===== src/rtl/core/shabs_pkg.sv =====
// ----------------------------------------------------------------------------
// shabs_pkg
// Shared types, constants and round functions of the SHA-256 byte stream
// hasher.
// ----------------------------------------------------------------------------
package shabs_pkg;

	typedef struct packed {
		logic [7:0] data_byte;
		logic       byte_present;
		logic       end_of_message;
	} shabs_in_t;

	typedef struct packed {
		logic [31:0] digest_word;
		logic [2:0]  word_index;
		logic        last_word;
	} shabs_out_t;

	// Commands from the message controller to the compression core.
	typedef struct packed {
		logic       start;
		logic       restart;
		logic [2:0] dig_addr;
	} shabs_core_ctl_t;

	// Status from the compression core.
	typedef struct packed {
		logic       done;
		logic [3:0] blk_raddr;
	} shabs_core_sts_t;

	localparam int BLK_WORDS   = 16;
	localparam int CHAIN_WORDS = 8;

	localparam logic [7:0] PAD_MARK      = 8'h80;
	localparam logic [5:0] LENGTH_OFFSET = 6'd56;
	localparam logic [5:0] FILL_LAST     = 6'd63;
	localparam logic [3:0] LEN_BYTES     = 4'd8;
	localparam logic [2:0] WORD_LAST     = 3'd7;

	// Compression timeline, one step per cycle.
	localparam logic [6:0] STEP_LOAD_END   = 7'd8;
	localparam logic [6:0] STEP_BLK_RD0    = 7'd7;
	localparam logic [6:0] STEP_SCHED0     = 7'd8;
	localparam logic [6:0] STEP_SCHED_END  = 7'd71;
	localparam logic [6:0] STEP_ROUND0     = 7'd9;
	localparam logic [6:0] STEP_ROUND_END  = 7'd72;
	localparam logic [6:0] STEP_FIN_RD0    = 7'd73;
	localparam logic [6:0] STEP_FIN_RD_END = 7'd80;
	localparam logic [6:0] STEP_FIN_WR0    = 7'd74;
	localparam logic [6:0] STEP_LAST       = 7'd81;

	localparam logic [31:0] INIT_HASH [CHAIN_WORDS] = '{
		32'h6a09e667, 32'hbb67ae85, 32'h3c6ef372, 32'ha54ff53a,
		32'h510e527f, 32'h9b05688c, 32'h1f83d9ab, 32'h5be0cd19
	};

	localparam logic [31:0] ROUND_K [64] = '{
		32'h428a2f98, 32'h71374491, 32'hb5c0fbcf, 32'he9b5dba5,
		32'h3956c25b, 32'h59f111f1, 32'h923f82a4, 32'hab1c5ed5,
		32'hd807aa98, 32'h12835b01, 32'h243185be, 32'h550c7dc3,
		32'h72be5d74, 32'h80deb1fe, 32'h9bdc06a7, 32'hc19bf174,
		32'he49b69c1, 32'hefbe4786, 32'h0fc19dc6, 32'h240ca1cc,
		32'h2de92c6f, 32'h4a7484aa, 32'h5cb0a9dc, 32'h76f988da,
		32'h983e5152, 32'ha831c66d, 32'hb00327c8, 32'hbf597fc7,
		32'hc6e00bf3, 32'hd5a79147, 32'h06ca6351, 32'h14292967,
		32'h27b70a85, 32'h2e1b2138, 32'h4d2c6dfc, 32'h53380d13,
		32'h650a7354, 32'h766a0abb, 32'h81c2c92e, 32'h92722c85,
		32'ha2bfe8a1, 32'ha81a664b, 32'hc24b8b70, 32'hc76c51a3,
		32'hd192e819, 32'hd6990624, 32'hf40e3585, 32'h106aa070,
		32'h19a4c116, 32'h1e376c08, 32'h2748774c, 32'h34b0bcb5,
		32'h391c0cb3, 32'h4ed8aa4a, 32'h5b9cca4f, 32'h682e6ff3,
		32'h748f82ee, 32'h78a5636f, 32'h84c87814, 32'h8cc70208,
		32'h90befffa, 32'ha4506ceb, 32'hbef9a3f7, 32'hc67178f2
	};

	function automatic logic [31:0] big_sigma0(input logic [31:0] x);
		big_sigma0 = {x[1:0], x[31:2]} ^ {x[12:0], x[31:13]} ^ {x[21:0], x[31:22]};
	endfunction

	function automatic logic [31:0] big_sigma1(input logic [31:0] x);
		big_sigma1 = {x[5:0], x[31:6]} ^ {x[10:0], x[31:11]} ^ {x[24:0], x[31:25]};
	endfunction

	function automatic logic [31:0] small_sigma0(input logic [31:0] x);
		small_sigma0 = {x[6:0], x[31:7]} ^ {x[17:0], x[31:18]} ^ {3'b000, x[31:3]};
	endfunction

	function automatic logic [31:0] small_sigma1(input logic [31:0] x);
		small_sigma1 = {x[16:0], x[31:17]} ^ {x[18:0], x[31:19]} ^ {10'd0, x[31:10]};
	endfunction

endpackage


===== src/rtl/core/sha256_byte_stream_hasher.sv =====
// ----------------------------------------------------------------------------
// sha256_byte_stream_hasher
// SHA-256 of a byte stream: byte absorption, message padding, block
// compression and digest output.
// ----------------------------------------------------------------------------
// Each input beat carries at most one message byte and may close the message.
// Ready stays high until the 64th byte of a block arrives or a beat closes
// the message. The 64th byte starts a compression that keeps the block busy
// through eight reads of the chaining value memory, 64 rounds on one shared
// round unit (one round per cycle), and eight read-add-write steps back into
// the chaining value memory. A beat with end_of_message set appends the
// padding one byte per cycle (9 to 72 bytes, with one or two more
// compressions), then delivers the eight digest words, most significant
// first, each read, loaded and then held until the consumer takes it. After
// the last digest word is taken the block starts over with the initial hash
// values and a zero length, ready for the next message.
// ----------------------------------------------------------------------------
module sha256_byte_stream_hasher
	import shabs_pkg::*;
(
	input  logic       clk,
	input  logic       arst_n,
	input  logic       byte_valid,
	output logic       byte_ready,
	input  shabs_in_t  byte_beat,
	output logic       digest_valid,
	input  logic       digest_ready,
	output shabs_out_t digest_beat
);

	typedef enum logic [2:0] {
		S_IDLE,
		S_PAD,
		S_COMP,
		S_EMIT_RD,
		S_EMIT_LD,
		S_EMIT_HOLD
	} state_t;

	state_t     state_q;
	logic [5:0] fill_q;
	logic [63:0] bits_q;
	logic [63:0] total_q;
	logic [23:0] asm_q;
	logic       mark_q;
	logic [3:0] len_idx_q;
	logic       pad_active_q;
	logic [2:0] emit_idx_q;
	logic       out_valid_q;
	shabs_out_t out_q;

	logic            in_acc, out_acc;
	logic            push_en;
	logic [7:0]      push_byte;
	logic            len_push;
	logic            block_full;
	logic [63:0]     bits_nxt;
	logic            blk_we;
	logic [31:0]     blk_wdata, blk_rdata, chain_rd;
	shabs_core_ctl_t core_ctl;
	shabs_core_sts_t core_sts;

	// Message block buffer, 16 big-endian words.
	shabs_ram #(.WIDTH(32), .DEPTH(BLK_WORDS)) u_blk_ram (
		.clk   (clk),
		.we    (blk_we),
		.waddr (fill_q[5:2]),
		.wdata (blk_wdata),
		.raddr (core_sts.blk_raddr),
		.rdata (blk_rdata)
	);

	shabs_core u_core (
		.clk       (clk),
		.arst_n    (arst_n),
		.ctl       (core_ctl),
		.blk_rdata (blk_rdata),
		.sts       (core_sts),
		.chain_rd  (chain_rd)
	);

	always_comb begin
		byte_ready   = (state_q == S_IDLE);
		in_acc       = byte_valid && byte_ready;
		digest_valid = out_valid_q;
		digest_beat  = out_q;
		out_acc      = out_valid_q && digest_ready;

		bits_nxt = bits_q + (byte_beat.byte_present ? 64'd8 : 64'd0);

		// The padding walks through the marker byte, zero bytes up to the
		// length field, then the eight length bytes from the top down.
		len_push  = mark_q && ((len_idx_q != 4'd0) || (fill_q == LENGTH_OFFSET));
		push_en   = 1'b0;
		push_byte = 8'h00;
		if (state_q == S_IDLE) begin
			push_en   = in_acc && byte_beat.byte_present;
			push_byte = byte_beat.data_byte;
		end else if (state_q == S_PAD) begin
			push_en = 1'b1;
			if (!mark_q) begin
				push_byte = PAD_MARK;
			end else if (len_push) begin
				push_byte = total_q[63:56];
			end
		end

		// Bytes are packed into a word and written when its fourth byte arrives.
		blk_we     = push_en && (fill_q[1:0] == 2'b11);
		blk_wdata  = {asm_q, push_byte};
		block_full = push_en && (fill_q == FILL_LAST);

		core_ctl.start    = block_full;
		core_ctl.restart  = (state_q == S_EMIT_HOLD) && out_acc && (emit_idx_q == WORD_LAST);
		core_ctl.dig_addr = emit_idx_q;
	end

	always_ff @(posedge clk or negedge arst_n) begin
		if (!arst_n) begin
			state_q      <= S_IDLE;
			fill_q       <= '0;
			bits_q       <= '0;
			mark_q       <= 1'b0;
			len_idx_q    <= '0;
			pad_active_q <= 1'b0;
			emit_idx_q   <= '0;
			out_valid_q  <= 1'b0;
		end else begin
			if (push_en) begin
				fill_q <= fill_q + 6'd1;
			end
			case (state_q)
				S_IDLE: begin
					if (in_acc) begin
						bits_q <= bits_nxt;
						if (byte_beat.end_of_message) begin
							mark_q       <= 1'b0;
							len_idx_q    <= '0;
							pad_active_q <= 1'b1;
						end
						if (block_full) begin
							state_q <= S_COMP;
						end else if (byte_beat.end_of_message) begin
							state_q <= S_PAD;
						end
					end
				end
				S_PAD: begin
					if (!mark_q) begin
						mark_q <= 1'b1;
					end else if (len_push) begin
						len_idx_q <= len_idx_q + 4'd1;
					end
					if (block_full) begin
						state_q <= S_COMP;
					end
				end
				S_COMP: begin
					if (core_sts.done) begin
						if (len_idx_q == LEN_BYTES) begin
							state_q    <= S_EMIT_RD;
							emit_idx_q <= '0;
						end else if (pad_active_q) begin
							state_q <= S_PAD;
						end else begin
							state_q <= S_IDLE;
						end
					end
				end
				S_EMIT_RD: begin
					state_q <= S_EMIT_LD;
				end
				S_EMIT_LD: begin
					out_valid_q <= 1'b1;
					state_q     <= S_EMIT_HOLD;
				end
				S_EMIT_HOLD: begin
					if (out_acc) begin
						out_valid_q <= 1'b0;
						if (emit_idx_q == WORD_LAST) begin
							bits_q       <= '0;
							len_idx_q    <= '0;
							pad_active_q <= 1'b0;
							state_q      <= S_IDLE;
						end else begin
							emit_idx_q <= emit_idx_q + 3'd1;
							state_q    <= S_EMIT_RD;
						end
					end
				end
				default: begin
					state_q <= S_IDLE;
				end
			endcase
		end
	end

	always_ff @(posedge clk) begin
		if (push_en) begin
			asm_q <= {asm_q[15:0], push_byte};
		end
		if (in_acc && byte_beat.end_of_message) begin
			total_q <= bits_nxt;
		end else if ((state_q == S_PAD) && len_push) begin
			total_q <= {total_q[55:0], 8'h00};
		end
		if (state_q == S_EMIT_LD) begin
			out_q.digest_word <= chain_rd;
			out_q.word_index  <= emit_idx_q;
			out_q.last_word   <= (emit_idx_q == WORD_LAST);
		end
	end

endmodule


===== src/rtl/core/shabs_ram.sv =====
// ----------------------------------------------------------------------------
// shabs_ram
// Generic single-write, single-read synchronous RAM with registered read data.
// ----------------------------------------------------------------------------
module shabs_ram #(
	parameter int WIDTH = 32,
	parameter int DEPTH = 16
) (
	input  logic                     clk,
	input  logic                     we,
	input  logic [$clog2(DEPTH)-1:0] waddr,
	input  logic [WIDTH-1:0]         wdata,
	input  logic [$clog2(DEPTH)-1:0] raddr,
	output logic [WIDTH-1:0]         rdata
);

	logic [WIDTH-1:0] mem_q [DEPTH];

	always_ff @(posedge clk) begin
		if (we) begin
			mem_q[waddr] <= wdata;
		end
		rdata <= mem_q[raddr];
	end

endmodule


===== src/rtl/core/shabs_core.sv =====
// ----------------------------------------------------------------------------
// shabs_core
// SHA-256 compression: chaining value memory, message schedule window and a
// single round unit used once per cycle.
// ----------------------------------------------------------------------------
module shabs_core
	import shabs_pkg::*;
(
	input  logic            clk,
	input  logic            arst_n,
	input  shabs_core_ctl_t ctl,
	input  logic [31:0]     blk_rdata,
	output shabs_core_sts_t sts,
	output logic [31:0]     chain_rd
);

	typedef enum logic {C_IDLE, C_RUN} cstate_t;

	cstate_t                 state_q;
	logic [6:0]              step_q;
	logic [CHAIN_WORDS-1:0]  valid_q;
	logic                    rdv_q;
	logic [2:0]              rda_q;

	logic [31:0] r_q [CHAIN_WORDS];
	logic [31:0] w_q [BLK_WORDS];
	logic [31:0] kw_s1;

	logic        run;
	logic [6:0]  sched_off, blk_off, fin_rd_off, fin_wr_off;
	logic [5:0]  sched_j;
	logic        in_load, in_sched, in_round, in_fin_wr;
	logic [2:0]  ch_raddr, ch_waddr;
	logic        ch_we;
	logic [31:0] ch_wdata, ch_rdata;
	logic [31:0] wt, t1, t2, choose, major;

	shabs_ram #(.WIDTH(32), .DEPTH(CHAIN_WORDS)) u_chain_ram (
		.clk   (clk),
		.we    (ch_we),
		.waddr (ch_waddr),
		.wdata (ch_wdata),
		.raddr (ch_raddr),
		.rdata (ch_rdata)
	);

	always_comb begin
		run        = (state_q == C_RUN);
		sched_off  = step_q - STEP_SCHED0;
		blk_off    = step_q - STEP_BLK_RD0;
		fin_rd_off = step_q - STEP_FIN_RD0;
		fin_wr_off = step_q - STEP_FIN_WR0;
		sched_j    = sched_off[5:0];

		in_load   = run && (step_q != 7'd0) && (step_q <= STEP_LOAD_END);
		in_sched  = run && (step_q >= STEP_SCHED0) && (step_q <= STEP_SCHED_END);
		in_round  = run && (step_q >= STEP_ROUND0) && (step_q <= STEP_ROUND_END);
		in_fin_wr = run && (step_q >= STEP_FIN_WR0) && (step_q <= STEP_LAST);

		if (run && (step_q < 7'(CHAIN_WORDS))) begin
			ch_raddr = step_q[2:0];
		end else if (run && (step_q >= STEP_FIN_RD0) && (step_q <= STEP_FIN_RD_END)) begin
			ch_raddr = fin_rd_off[2:0];
		end else begin
			ch_raddr = ctl.dig_addr;
		end

		// Entries never written since the last restart read as the initial hash.
		chain_rd = rdv_q ? ch_rdata : INIT_HASH[rda_q];

		ch_we    = in_fin_wr;
		ch_waddr = fin_wr_off[2:0];
		ch_wdata = chain_rd + r_q[0];

		if (sched_j[5:4] == 2'b00) begin
			wt = blk_rdata;
		end else begin
			wt = small_sigma1(w_q[14]) + w_q[9] + small_sigma0(w_q[1]) + w_q[0];
		end

		choose = (r_q[4] & r_q[5]) ^ (~r_q[4] & r_q[6]);
		major  = (r_q[0] & r_q[1]) ^ (r_q[0] & r_q[2]) ^ (r_q[1] & r_q[2]);
		t1     = r_q[7] + big_sigma1(r_q[4]) + choose + kw_s1;
		t2     = big_sigma0(r_q[0]) + major;

		sts.done      = run && (step_q == STEP_LAST);
		sts.blk_raddr = blk_off[3:0];
	end

	always_ff @(posedge clk or negedge arst_n) begin
		if (!arst_n) begin
			state_q <= C_IDLE;
			step_q  <= '0;
			valid_q <= '0;
			rdv_q   <= 1'b0;
			rda_q   <= '0;
		end else begin
			rdv_q <= valid_q[ch_raddr];
			rda_q <= ch_raddr;
			if (ctl.restart) begin
				valid_q <= '0;
			end else if (ch_we) begin
				valid_q[ch_waddr] <= 1'b1;
			end
			case (state_q)
				C_IDLE: begin
					step_q <= '0;
					if (ctl.start) begin
						state_q <= C_RUN;
					end
				end
				C_RUN: begin
					if (step_q == STEP_LAST) begin
						state_q <= C_IDLE;
						step_q  <= '0;
					end else begin
						step_q <= step_q + 7'd1;
					end
				end
				default: begin
					state_q <= C_IDLE;
				end
			endcase
		end
	end

	always_ff @(posedge clk) begin
		if (in_load || in_fin_wr) begin
			for (int k = 0; k < CHAIN_WORDS - 1; k++) begin
				r_q[k] <= r_q[k+1];
			end
			r_q[CHAIN_WORDS-1] <= chain_rd;
		end else if (in_round) begin
			r_q[0] <= t1 + t2;
			r_q[1] <= r_q[0];
			r_q[2] <= r_q[1];
			r_q[3] <= r_q[2];
			r_q[4] <= r_q[3] + t1;
			r_q[5] <= r_q[4];
			r_q[6] <= r_q[5];
			r_q[7] <= r_q[6];
		end
		if (in_sched) begin
			for (int k = 0; k < BLK_WORDS - 1; k++) begin
				w_q[k] <= w_q[k+1];
			end
			w_q[BLK_WORDS-1] <= wt;
			kw_s1            <= ROUND_K[sched_j] + wt;
		end
	end

endmodule

===== config.mk =====
export PLATFORM = sky130hd
export DESIGN_NAME = sha256_byte_stream_hasher
export DESIGN_NICKNAME = d
export VERILOG_FILES = /design/src/rtl/core/shabs_pkg.sv /design/src/rtl/core/sha256_byte_stream_hasher.sv /design/src/rtl/core/shabs_ram.sv /design/src/rtl/core/shabs_core.sv
export SDC_FILE = /design/constraint.sdc
export NUM_CORES = 2
export LEC_CHECK = 0
export BUFFER_PORTS_ARGS = -buffer_cell sky130_fd_sc_hd__buf_2
export CAP_MARGIN = 25
export CORE_MARGIN = 2
export CORE_UTILIZATION = 45
export DETAILED_ROUTE_END_ITERATION = 8
export PLACE_DENSITY = 0.72
export SETUP_SLACK_MARGIN = 0.15
export SLEW_MARGIN = 40
export SYNTH_ARGS = -nofsm -noshare
export SYNTH_HDL_FRONTEND = slang
export SYNTH_SLANG_ARGS = --single-unit

===== constraint.sdc =====
create_clock -name clk -period 34.1 [get_ports clk]
set_input_delay 0 -clock clk [delete_from_list [all_inputs] [get_ports clk]]
set_output_delay 0 -clock clk [all_outputs]
set_load 0.05 [all_outputs]

# Yosys cells after proc, flatten, opt, wreduce, memory -nomap -nowiden
# Memory sizes are Yosys's and may differ from the RTL's. A register that Yosys moved wholly into a read port is not among the register bits.
# Index checks and enable logic that the tools add are counted.
# W data, S select, Z words.
# op_classes
addsub	20
n_lt_le_gt_ge	15
n_eq_ne	22
mux	83
bitwise	29
reduce_logical	43
# op_table
op	count
$mux W32	14
$add A32 B32 Y32	11
$mux W64	5
$xor A32 B32 Y32	9
$and A32 B32 Y32	5
$pmux W64 S2	1
$add A64 B4 Y64	1
$mux W8	6
$mux W3	12
$not A32 Y32	1
$xor A32 B22 Y32	1
$xor A32 B29 Y32	1
$le A7 B7 Y1 const B	4
$mux W4	7
$mux W1	25
$logic_and A1 B1 Y1	23
$ge A7 B7 Y1 const B	3
$pmux W3 S6	1
$reduce_and A5 Y1	3
$ge A7 B4 Y1 const B	2
$ne A2 B2 Y1 const B	7
$pmux W7 S2	1
$eq A6 B6 Y1 const B	2
$pmux W4 S3	1
other kinds (43)	66
# totals
reg_bits	259
mem_bits_rw	1536
rom_bits	2304
input_bits	14
output_inout_bits	38
elab_cells	237
memories	6
# memory_table
name	depth	width	rd	rd_ports_with_merged_regs	write_ports	line_no	source
(no name shown)	64	32	1	0	0	shabs_core.sv:148	kw_s1 <= ROUND_K[sched_j] + wt;
u_blk_ram.mem_q	16	32	1	1	1	shabs_ram.sv:17	logic [WIDTH-1:0] mem_q [DEPTH];
u_core.w_q	16	32	16	0	16	shabs_core.sv:26	logic [31:0] w_q [BLK_WORDS];
(no name shown)	8	32	1	0	0	shabs_core.sv:69	chain_rd = rdv_q ? ch_rdata : INIT_HASH[rda_q];
u_core.r_q	8	32	8	0	8	shabs_core.sv:25	logic [31:0] r_q [CHAIN_WORDS];
u_core.u_chain_ram.mem_q	8	32	1	1	1	shabs_ram.sv:17	

# Logic depth before layout (Yosys ltp)
# logic_depth
word_depth	8
ltp_mapped	29
mapped_depth_nobuf	28

# Hierarchy
# Synthesis repeated with hierarchy kept, for this count alone.
# unflattened
cells_unflattened	6485
hier_area_um2	88359.7
# modules_own_cells
module	n_inst	cells_each	area_each_um2	seq_area_each_um2
shabs_core	1	4239	47857.1	24523.5
shabs_ram (u_blk_ram)	1	838	19854.0	16015.4
shabs_ram (u_core.u_chain_ram)	1	415	10466.3	8328.0
sha256_byte_stream_hasher	1	993	10182.3	5635.4

# Worst setup path after synthesis
# No wires, ideal clock.
# synth_path
kind	flip-flop to flip-flop
from	register u_core.step_q[3]
to	register u_core.kw_s1[0] (enable)
setup_time_ns	1.639
arrival_time_ns	28.219
required_time_ns	32.461
path_slack_ns	4.242
stages_incl_launch_ff	11
path_buffers	4
period_less_slack_ns	29.858
path_cell_list	dfrtp_1 buf_2 inv_1 clkbuf_1 clkbuf_1 clkbuf_1 ha_1 nand2b_1 a31oi_1 a21oi_1 a21oi_1
# synth_via
elab_chain_cells	3
elab_cells_between_ends	4
classes_between	2 x order compare; 2 x reduce/logical
# synth_lines
element	line_no	source
start, declared	shabs_core.sv:20	logic [6:0] step_q;
start signal, assigned	shabs_core.sv:117	step_q <= step_q + 7'd1;
$ge A7 B4 Y1	shabs_core.sv:56	in_sched = run && (step_q >= STEP_SCHED0) && (step_q <= STEP_SCHED_END);
$logic_and A1 B1 Y1	shabs_core.sv:56	
$logic_and A1 B1 Y1 (*)	shabs_core.sv:56	
named net u_core.in_sched	shabs_core.sv:32	logic in_load, in_sched, in_round, in_fin_wr;
end signal, assigned	shabs_core.sv:148	
end, declared	shabs_core.sv:27	logic [31:0] kw_s1;
# The timed path passes the listed nets; every way through them passes the cells marked *.
# A chain may end at the register's enable or synchronous reset.

==> summary.md <==
| Metric | Value |
|---|---|
| Fin crit share | 0.225 |
| Startpoint types | flop |
| First-pass detailed-route iteration total | 6 |
| DP HPWL | 145000 µm |
| Setup Crit Path Kind | reg -> reg |
| WL per Instance | 25.1 µm |
| Hold path cells | 4 |
| Area delta synth->final | 11.5% |
| DR vias/cell | 5.83 |
| Seq/Total Area, Yosys | 0.626 |
| Post-Synth Adder-Cell Area | 0.0711 |
| Finished Cell Area | 97200 µm² |
| Crit Reg-Reg Endpoint | u_core.r_q[0][31]$_DFFE_PP_ |
| Critical Path RT | 34610 ps |
| Synth Area in Compound Gates | 0.0772 |
| Slew of the pin with the lowest slew margin | 873 ps |
| Clock tree from TritonCTS | yes |
| Fmax | 131 MHz |
| Net Count, Synth | 6407 |
| Final wirelength | 219000 µm |
| Clock Tree Buf Depth | 3 |
| Top-Level Pins | 52 |
| Synth Area per Inst | 14.5 µm² |
| Placed Area | 90500 µm² |
| ANT nets after route | 0 |
| Setup violations, final | 0 |
| RSZ-0062 raised after global routing | false |
| Xor/xnor share of the synthesized area | 0.0481 |
| Post-synth EDFFs | 1689 |
| Status | complete, no violations |
| Clk root buf | clkbuf_16 |
| Core Footprint | 192000 µm² |
| Nets | 6454 |
| R2r setup slk | 26440 ps |
| # rows | 161 |
| Hold Startpoint | byte_valid |
| Crit path time final | 7660 ps |
| Initial Util | 0.453 |
| Reg2reg start | u_core.r_q[1][8]$_DFFE_PP_ |
| Post-synth ARST share | 0.0540 |
| Clock transition at the registers of the reported paths | 60 ps |
| Via count | 51000 |
| Post-layout worst setup margin | 26440 ps |
| Top cells by area, synth | edfxtp_1 58%, mux4_2 5.9%, fa_1 3.7% |
| Ys Warns | 0 |
| Crit-path max FO | 6 |
| Yosys reg bits | 1853 |
| Largest net degree at the start of global routing | 97 |
| Worst Hold Class | in -> reg |
| Num CTS Buffers | 182 |
| Routability cong. | 0.973 |
| Initial antenna violation count | 14 |
| Critical Path AT | 8170 ps |
| Largest family of logic cells by synthesized area | multiplexers |
| DR iter-0 viols | 5605 |
| Most frequent cells in the layout | 1689 x edfxtp_1, 477 x nand2_1, 361 x o21ai_0, 337 x xnor2_1, 283 x inv_1 |
| Yosys top cell by area | edfxtp_1 |
| Die area | 197000 µm² |
| Setup WS pre-CTS | 26530 ps |
| Cts repair resizes | 0 |
| Synth cell types | 97 |
| Global route overflow | 0 |
| Worst-skew pair later-pin latency | 880 ps |
| Setup TNS | 0 ps |
| Hold Violations, Final | 0 |
| First-pass GRT wire length | 326000 µm |
| Slew margin rel. | 0.414 |
| CP Capture Type | flop |
| Hold Path End | bits_q[7]$_DFFE_PN0P_ |
| Vias in the first global route | 50100 |
| Max-cap violations | 0 |
| Layout cells sized above 1 | 0.157 |
| Reg2reg path depth | 27 |
| Overall Global Routing Usage | 0.221 |
| Clk_skew | 74.6 ps |
| Die X | 444 µm |
| H-tree depth | 4 |
| Synth top area share | 0.582 |
| Synth Flop Type | edfxtp_1 |
| Cell count after synthesis | 6011 |
| Remaining DRCs | 0 |
| Most common cell after layout, fill and taps aside | edfxtp_1 |
| Simple-gate share of the synthesized area | 0.0578 |
| CTS Sinks | 1853 |
| Max Slew Vio Count | 0 |
| IO buf count | 51 |
| Die height | 444 µm |
| Mux contribution to synthesized area | 0.0943 |
| Mapped cell area | 87100 µm² |
-- metal layers --
layer / share of wire / global-route usage
met1: 0.43 / 0.314
met2: 0.47 / 0.350
met3: 0.074 / 0.0388
met4: 0.028 / 0.0639
met5: 0.00016 / 0
-- kinds of logic (layout without fill, tap and decap cells) --
kind of cell | after synthesis | in the layout
other | 0 | 3
AOI/OAI and AO/OA | 1096 | 1096
and+or+nand+nor | 1097 | 1097
xor gates and xnor gates | 477 | 477
DFF | 1853 | 1853
muxes | 503 | 503
adders and majority gates | 404 | 404
buffers and inverters | 581 | 782
-- cells in the mapped netlist, types with 12 or more instances --
cell         n
a211oi_1    43
a21o_1      96
a21oi_1    257
a22o_1      15
a311oi_1    14
a31oi_1     45
and2_1      30
and3_1      29
buf_1       27
buf_2       25
clkbuf_1   234
dfrtp_1    100
dfxtp_1     64
edfxtp_1  1689
fa_1       159
ha_1       223
inv_1      285
maj3_1      22
mux2_1      27
mux2_2     235
mux2i_1     13
mux4_2     228
nand2_1    479
nand2b_1    33
nand3_1     82
nand3b_1    17
nand4_1     26
nor2_1     228
nor2b_1     32
nor3_1      67
nor4_1      13
o211ai_1    22
o21a_1      30
o21ai_0    379
o21ai_1     16
o21bai_1    24
o311ai_0    12
o31ai_1     54
or3_1       15
xnor2_1    346
xor2_1     130
-- cell type report --
cell class              count  area [µm²]
fillers                 15700       95200
flip-flops and latches   1853       54500
multi-input cells        3577       30800
clock inverters           109        1560
inverters                 288        1080
repair buffers            156        1250
diodes                      3        7.51
well taps                2526        3160
clock buffers             229        4820
-- critical path: stages (launching register included) --
cell and delay (ps):
edfxtp_1 550, xnor2_1 200, xnor2_1 170, fa_1 500, inv_1 50, fa_1 480
inv_1 60, ha_1 270, a21o_1 170, a21oi_1 230, o21bai_1 120, a2111o_1 490
nand4_1 210, a31oi_1 170, o311ai_1 350, or4b_1 470, o311ai_0 230, fa_1 530
ha_1 350, a21o_1 180, a21o_1 190, a221o_1 350, a21o_1 200, a21oi_1 160
o21ai_0 180, a31oi_1 230, or3_1 130, a31oi_1 90
-- metrics by stage --
step	hold WS [ps]	utilization	std cells
5_1_grt	95.9	0.505	8738
3_5_place_dp	-13.0	0.470	8381
3_3_place_gp	-22.0	0.469	8379
4_1_cts	32.1	0.504	8736
2_1_floorplan	-296	-	6011
6_report	89.6	0.505	8741
-- registers in the layout, summed over array words and instances, names as in the netlist, 4 cells and up --
register                  count
u_core.kw_s1                 32
u_core.step_q                 7
u_core.u_chain_ram.rdata     32
fill_q                        6
u_blk_ram.mem_q             512
len_idx_q                     4
asm_q                        24
u_core.r_q                  256
u_blk_ram.rdata              32
digest_beat                  36
u_core.valid_q                8
u_core.u_chain_ram.mem_q    256
bits_q                       61
total_q                      61
u_core.w_q                  512
-- worst max-delay path by stage --
stage | end | depth (start not counted) | start | slack, ps
2_1_floorplan | u_core.kw_s1[0]$_DFFE_PP_ | 10 | u_core.step_q[3]$_DFF_PN0_ | 4240
3_3_place_gp | u_core.r_q[0][31]$_DFFE_PP_ | 27 | u_core.r_q[1][8]$_DFFE_PP_ | 26570
3_5_place_dp | u_core.r_q[0][31]$_DFFE_PP_ | 26 | u_core.r_q[1][2]$_DFFE_PP_ | 26530
4_1_cts | u_core.r_q[0][31]$_DFFE_PP_ | 27 | u_core.r_q[1][8]$_DFFE_PP_ | 26470
5_1_grt | u_core.r_q[0][31]$_DFFE_PP_ | 27 | u_core.r_q[1][8]$_DFFE_PP_ | 26120
6_report | u_core.r_q[0][31]$_DFFE_PP_ | 27 | u_core.r_q[1][8]$_DFFE_PP_ | 26440
-- what timing repair did --
| item | in CTS | in global routing |
|---|---|---|
| setup buffers | 0 | 0 |
| hold buffers | 17 | 0 |
| hold endpoints to repair | 293 | 0 |
Power is not shown: default switching activity piles up to over one toggle a cycle in this logic, so the estimate is an artifact.
